File: src/rtl/core/assert_macros.svh
// assertion macros shared by the projector rtl
// no dependencies; clock clk_i and reset rst_ni are assumed in scope
`ifndef ASSERT_MACROS_SVH
`define ASSERT_MACROS_SVH

// checks a property on every rising clock edge outside reset
`define BCPP_ASSERT(lbl, prop, msg) \
  lbl: assert property (@(posedge clk_i) disable iff (!rst_ni) (prop)) else $error(msg);

// checks that one condition implies another in the same cycle
`define BCPP_ASSERT_IMP(lbl, pre, post, msg) \
  `BCPP_ASSERT(lbl, (pre) |-> (post), msg)

`endif

File: src/rtl/core/bcpp_pkg.sv
// shared types, widths and helpers of the box corner projector
// no dependencies
`default_nettype none
package bcpp_pkg;

  localparam int CORNERS  = 8;
  localparam int CNT_W    = $clog2(CORNERS);
  localparam int POS_W    = 18;
  localparam int SUM_W    = 34;
  localparam int NUM_W    = 46;
  localparam int MAG_W    = NUM_W - 1;
  localparam int DEN_W    = 33;
  localparam int PX_W     = NUM_W;
  localparam int LO_W     = 23;
  localparam int ACC_W    = 62;
  localparam int QR_W     = ACC_W - 14;

  typedef enum logic [2:0] {
    REG_IMAGE_WIDTH  = 3'd0,
    REG_IMAGE_HEIGHT = 3'd1,
    REG_TAN_HFOV     = 3'd2,
    REG_TAN_VFOV     = 3'd3,
    REG_ROLL_COS     = 3'd4,
    REG_ROLL_SIN     = 3'd5,
    REG_PITCH        = 3'd6,
    REG_NONE         = 3'd7
  } reg_idx_e;

  typedef struct packed {
    logic [CNT_W-1:0] idx;
    logic             last;
  } corner_meta_t;

  typedef struct packed {
    corner_meta_t meta;
    logic         neg;
    logic         zero;
  } div_side_t;

  function automatic logic signed [15:0] sat16(input logic signed [QR_W:0] v);
    if (v > $signed((QR_W+1)'(32767))) begin
      sat16 = 16'sd32767;
    end else if (v < -$signed((QR_W+1)'(32768))) begin
      sat16 = -16'sd32768;
    end else begin
      sat16 = v[15:0];
    end
  endfunction

endpackage
`default_nettype wire

File: src/rtl/core/bcpp_corner_gen.sv
// box sequencer: holds one box and issues its eight corner positions
// depends on bcpp_pkg
`default_nettype none
module bcpp_corner_gen (
  input  wire logic                          clk_i,
  input  wire logic                          rst_ni,
  input  wire logic                          en_i,
  input  wire logic                          vld_i,
  output logic                               rdy_o,
  input  wire logic signed [15:0]            x_i,
  input  wire logic [14:0]                   z_i,
  input  wire logic [14:0]                   w_i,
  input  wire logic [14:0]                   d_i,
  input  wire logic signed [15:0]            g_i,
  input  wire logic signed [15:0]            a_i,
  output logic                               vld_o,
  output bcpp_pkg::corner_meta_t             meta_o,
  output logic signed [bcpp_pkg::POS_W-1:0]  posx_o,
  output logic signed [bcpp_pkg::POS_W-1:0]  posy_o,
  output logic [15:0]                        posz_o
);
  import bcpp_pkg::*;

  logic signed [15:0] x_q, g_q, a_q;
  logic [14:0] z_q, w_q, d_q;
  logic [CNT_W-1:0] k_q;
  logic busy_q, vld_q;
  corner_meta_t meta_q;
  logic signed [POS_W-1:0] posx_q, posy_q;
  logic [15:0] posz_q;
  logic [1:0] c;
  logic is_last, take;

  assign c       = k_q[1:0];
  assign is_last = (k_q == CNT_W'(CORNERS - 1));
  assign rdy_o   = en_i && (!busy_q || is_last);
  assign take    = rdy_o && vld_i;

  always_ff @(posedge clk_i or negedge rst_ni) begin
    if (!rst_ni) begin
      busy_q <= 1'b0;
      k_q    <= '0;
      vld_q  <= 1'b0;
    end else if (en_i) begin
      vld_q <= busy_q;
      if (take) begin
        busy_q <= 1'b1;
        k_q    <= '0;
      end else if (busy_q) begin
        k_q <= k_q + 1'b1;
        if (is_last) begin
          busy_q <= 1'b0;
        end
      end
    end
  end

  always_ff @(posedge clk_i) begin
    if (take) begin
      x_q <= x_i;
      z_q <= z_i;
      w_q <= w_i;
      d_q <= d_i;
      g_q <= g_i;
      a_q <= a_i;
    end
    if (en_i) begin
      meta_q.idx  <= k_q;
      meta_q.last <= is_last;
      posx_q <= (c == 2'd2 || c == 2'd3)
                ? $signed({{2{x_q[15]}}, x_q}) + $signed({3'b0, w_q})
                : $signed({{2{x_q[15]}}, x_q});
      posz_q <= (c == 2'd1 || c == 2'd2) ? {1'b0, z_q} + {1'b0, d_q} : {1'b0, z_q};
      posy_q <= (k_q < CNT_W'(4))
                ? $signed({{2{g_q[15]}}, g_q})
                : $signed({{2{g_q[15]}}, g_q}) - $signed({{2{a_q[15]}}, a_q});
    end
  end

  assign vld_o  = vld_q;
  assign meta_o = meta_q;
  assign posx_o = posx_q;
  assign posy_o = posy_q;
  assign posz_o = posz_q;

endmodule
`default_nettype wire

File: config.mk
export PLATFORM = sky130hd
export DESIGN_NAME = bcpp_corner_gen
export DESIGN_NICKNAME = d
export VERILOG_FILES = /design/src/rtl/core/assert_macros.svh /design/src/rtl/core/bcpp_pkg.sv /design/src/rtl/core/bcpp_corner_gen.sv
export SDC_FILE = /design/constraint.sdc
export NUM_CORES = 1
export LEC_CHECK = 0
export BUFFER_PORTS_ARGS = -buffer_cell sky130_fd_sc_hd__buf_2
export CAP_MARGIN = 10
export CORE_ASPECT_RATIO = 0.7
export CORE_MARGIN = 3
export CORE_UTILIZATION = 55
export DETAILED_ROUTE_END_ITERATION = 16
export MAX_ROUTING_LAYER = met4
export PLACE_DENSITY = 0.8
export SYNTH_ARGS = -nofsm -noshare
export SYNTH_HDL_FRONTEND = slang
export SYNTH_SLANG_ARGS = --single-unit
File: constraint.sdc
create_clock -name clk_i -period 4 [get_ports clk_i]
set_input_delay 0.2 -clock clk_i [delete_from_list [all_inputs] [get_ports clk_i]]
set_output_delay 0.2 -clock clk_i [all_outputs]
set_load 0.01 [all_outputs]
# Word-level counts from Yosys, hierarchy flattened
# Cells that the tools add are included.
# word_totals
regBits,154
latch_bits,0
ramBits,0
rom_bits,0
inputBits,97
output_inout_bits,58
elab_cells,40
mem_count,0
# classes
n_addsub,4
mul,0
div_mod_pow,0
n_lt_le_gt_ge,1
eq_ne,4
n_shift,0
muxes,8
bitwise_logic,0
n_reduce_logical,8
# ops
operator,count
$mux 18,2
$add 16x16->17,1
$sub 16x16->17,1
$add 15x15->16,1
$mux 15,1
$mux 3,2
$eq 2x2->1 const B,2
$add 3x1->3 const B,1
$eq 3x3->1 const B,1
$logic_or 1x1->1,3
$lt 3x3->1 const B,1
$mux 1,3
$eq 2x1->1 const B,1
$logic_and 1x1->1,2
$reduce_and 2->1,1
$reduce_bool 2->1,1
$logic_not 1->1,1

# Longest topological paths before layout
# depth
depth_word,6
mapped_depth,9

# Worst setup path after synthesis
# No wires, ideal clock.
# synth_timing
kind,register to register
startpoint,reg k_q[0]
endpoint,reg a_q[0] (enable)
setup_time_ns,0.462
arrival_time_ns,3.363
required_time_ns,3.538
slack_ns,0.175
stages_incl_launch_ff,6
n_path_buf,0
period_less_slack_ns,3.825
cell_sequence,dfrtp_1 > ha_1 > ha_1 > inv_1 > a21boi_0 > and2_1
# synth_between
elab_chain_len,4
# synth_rtl
element,line_no,text
"start, declared",bcpp_corner_gen.sv:26,logic [CNT_W-1:0] k_q;
"start signal, assigned",bcpp_corner_gen.sv:50,k_q <= k_q + 1'b1;
$eq 3x3->1,bcpp_corner_gen.sv:35,assign is_last = (k_q == CNT_W'(CORNERS - 1));
via is_last,bcpp_corner_gen.sv:32,"logic is_last, take;"
$logic_or 1x1->1,bcpp_corner_gen.sv:36,assign rdy_o = en_i && (!busy_q || is_last);
$logic_and 1x1->1,bcpp_corner_gen.sv:36,
via rdy_o,bcpp_corner_gen.sv:9,"output logic rdy_o,"
$logic_and 1x1->1,bcpp_corner_gen.sv:37,assign take = rdy_o && vld_i;
via take,bcpp_corner_gen.sv:32,
"end signal, assigned",bcpp_corner_gen.sv:65,a_q <= a_i;
"end, declared",bcpp_corner_gen.sv:24,"logic signed [15:0] x_q, g_q, a_q;"
# The timed path passes the listed nets, and every way through them passes these cells.
# A chain may end at the register's enable or synchronous reset.

# Worst setup path after layout
# layout_timing
startpoint,reg z_q[0]
endpoint,"reg posz_q[12], in the netlist posz_o[12], data pin"
# layout_between
elab_chain_len,2
# layout_rtl
element,line_no,text
"start, declared",bcpp_corner_gen.sv:25,"logic [14:0] z_q, w_q, d_q;"
"start signal, assigned",bcpp_corner_gen.sv:61,z_q <= z_i;
$add 15x15->16,bcpp_corner_gen.sv:73,"posz_q <= (c == 2'd1 || c == 2'd2) ? {1'b0, z_q} + {1'b0, d_q} : {1'b0, z_q};"
$mux 15,bcpp_corner_gen.sv:73,
"end signal, assigned",bcpp_corner_gen.sv:73,
"end, declared",bcpp_corner_gen.sv:30,logic [15:0] posz_q;
# No other way between the ends.

==> impl_metrics.py <==
metrics = {
    "status": {
        "status": "completed",
    },
    "setup_path": {
        "cp_top_family": "compound AO/OA/AOI/OAI gates",
        "setup.worst_path.class": "flip-flop to flip-flop",
        "r2r-start": "z_q[0]",
        "regToRegSetupSlack_ns": 1.42,
        "cp-start-kind": "flip-flop",
        "crit_slowest_cell": "edfxtp_1",
        "cp_max_fo": 3,
        "worst-endpoint-arrival_ns": 2.72,
        "worstReg2RegEnd": "posz_o[12]",
        "crit_path_end_kind": "flip-flop",
        "cpPeakStageDelay_ns": 0.42,
        "required_ns": 4.14,
        "critPathBufInv": 0,
        "r2r_cells": 8,
        "cp_cell_sequence": "ha_1 -> fa_1 -> a21oi_1 -> o211ai_1 -> a211o_1 -> a31oi_1 -> xor2_1 -> o21ai_1",
    },
    "sta": {
        "clock_skew_ns": 0.0129,
        "worst_pin_slew_ns": 1.09,
        "finalCritPeriodShare_pct": 64.4,
        "timing.slew.headroom_pct": 27.4,
        "grt_setup_unrepaired": "false",
        "setup_viol": 0,
        "finalHoldViolations": 0,
        "max_freq_ghz": 0.388,
        "maxSlewViolCount": 0,
        "period_minus_slack_ns": 2.58,
        "setup_tns_ns": 0,
    },
    "routing": {
        "antenna_left": 0,
        "drt_drc_violations_left": 0,
        "wl_um": 17600,
        "wire_per_inst_um": 17.7,
        "met3_length_um": 1110,
        "num_vias": 5476,
        "drt_iter0_markers": 361,
        "dr_wl_met2_um": 8910,
        "drtPass1Iterations": 6,
        "viasPerCell": 5.48,
        "top_layer": "met4",
        "drt-met1-wl_um": 7240,
    },
    "grt": {
        "grt_pass1_wl_um": 27500,
        "grt_overflow": 0,
        "grtUsageTotal_pct": 25.2,
        "grt_max_degree": 94,
        "grt_antenna_before_repair": 1,
        "grt_pass1_vias": 5564,
    },
    "yosys": {
        "yosysSeqAreaShare_pct": 62.0,
        "syn-cell-area_mm2": 0.00732,
        "ys.flop_type": "edfxtp_1",
        "syn-mean-instance-area_um2": 13.0,
        "async_flop_share_pct": 3.29,
        "synth_seq_cells": 152,
        "synth_nets": 712,
        "ys_warn_count": 0,
        "yosysUniqueCellTypes": 57,
        "synth_cells": 563,
        "synth-edff-count": 147,
    },
    "die": {
        "rows": 34,
        "initial_utilization_pct": 57.6,
        "die_w_um": 144,
        "die_h_um": 103,
        "core_area_mm2": 0.0127,
        "num_io_pins": 155,
        "die-area_mm2": 0.0148,
    },
    "placement": {
        "gp_congestion": 0.887,
        "dp_hpwl_um": 11000,
        "port-buffer-count": 154,
    },
    "clock_tree": {
        "htreeDepth": 4,
        "cts-root-buf": "clkbuf_16",
        "cts_tree": "built",
        "clkTransAtPathRegs_ns": 0.07,
        "numCtsBuffers": 17,
        "clk_path_buf_depth": 2,
        "clock_latency_ns": 0.42,
        "ctsResizeCount": 0,
        "clkSinkCount": 152,
    },
    "hold_path": {
        "min_to": "busy_q",
        "hold_path_class": "input pin to flip-flop",
        "min_from": "vld_i",
        "hold_depth": 2,
    },
    "power_and_ir_drop": {
        "power.density_mw_per_mm2": 535,
        "ir_worst_vdd_mv": 0.344,
        "leakage_nw": 4.07,
        "power.total_mw": 5.31,
    },
    "cells_and_area": {
        "area_growth_pct": 35.4,
        "layout-drive-gt1-share_pct": 25.5,
        "final_nets": 972,
    },
    "run": {
        "drv_cap": 0,
    },
}
[stage by stage]
step	std cells	cell area, um^2	utilization [%]	setup slack (ns)	hold slack (ns)
after floorplan	563	7320	-	0.175	-0.0956
after global placement	871	8270	65.0	1.47	0.0197
after detailed placement	871	8270	65.0	1.40	0.0252
after CTS	997	9880	77.7	1.38	0.0539
after global routing	999	9910	77.9	1.25	0.0729
final	999	9910	77.9	1.42	0.0656
[power breakdown]
part | switching, mW | leakage [nW] | internal, mW
Sequential | 0.0951 | 1.43 | 2.08
Clock | 0.654 | 0.324 | 1.18
Combinational | 0.755 | 2.31 | 0.540
Total | 1.50 | 4.07 | 3.80
[cell usage in the layout (no fill, tap or decap), drive strengths merged, types with 3 or more instances in the layout]
cell and n:
buf 157, edfxtp 147, dlygate4sd3 94, nand2 56, o21ai 54, ha 49, a21oi 44, inv 39
xnor2 21, nor2 19, clkbuf 19, xor2 14, mux2 13, a21o 10, nand3 7, a211oi 7
o211ai 6, o21a 6, bufinv 6, nand2b 5, a31oi 5, dfrtp 5, o31ai 5, nor2b 4
clkinv 4, nor3 3, nor4 3, nand4 3, fa 3, a21boi 3, and2 3
[worst max path at each step]
stage	startpoint	end	cells past startpoint
floorplan	k_q[0]	a_q[0]	5
global placement	g_q[0]	posy_o[14]	9
detailed placement	k_q[0]	a_q[3]	5
CTS	k_q[0]	a_q[5]	5
global route	g_q[0]	posy_o[14]	9
finish	z_q[0]	posz_o[12]	8
[registers in the layout, summed over array words and instances, names as in the netlist]
register,count
a_q,16
busy_q,1
d_q,15
g_q,16
k_q,3
meta_o,4
posx_o,17
posy_o,17
posz_o,16
vld_o,1
w_q,15
x_q,16
z_q,15
[area by class of cell]
cell class	count	area [um^2]
Inverter	37	139
Fill cell	759	2810
Multi-Input combinational cell	364	2600
Clock inverter	13	243
Tap cell	162	203
Sequential cell	152	4540
Clock buffer	19	433
Timing Repair Buffer	251	1750
Antenna cell	1	2.50
[metal layers]
layer,global-route usage [%],up-vias
met1,29.7,2575
met4,8.10,0
met3,7.14,32
met5,-,-
met2,42.5,233
li1,-,2636
[synthesized netlist by cell type (all sizes together) (6+ instances only)]
cell    number  area, um^2
a211oi       7        67.6
a21o        10        75.1
a21oi       44         220
buf          6        32.5
edfxtp     147        4410
ha          49         613
inv         36         135
mux2        13         150
nand2       56         210
nand3        7        35.0
nor2        19        71.3
o211ai       6        45.0
o21a         6        45.0
o21ai       54         285
xnor2       21         184
xor2        14         123
[logic make-up after synthesis]
family,after synthesis,synth area share (%)
fa+ha+maj,52,9.19
flops,152,62.0
buf+inv,47,2.55
mux,14,2.19
simple gates,109,6.70
xor+xnor,35,4.19
compound gates,154,13.2
[repair_timing]
action / in CTS / in global routing
hold endpoints to repair: 98 / 0
setup buffers: 0 / 0
endpoints found under the setup margin: 0 / 0
hold buffers: 94 / 0
Note: power is estimated with default switching activity, not from simulation.
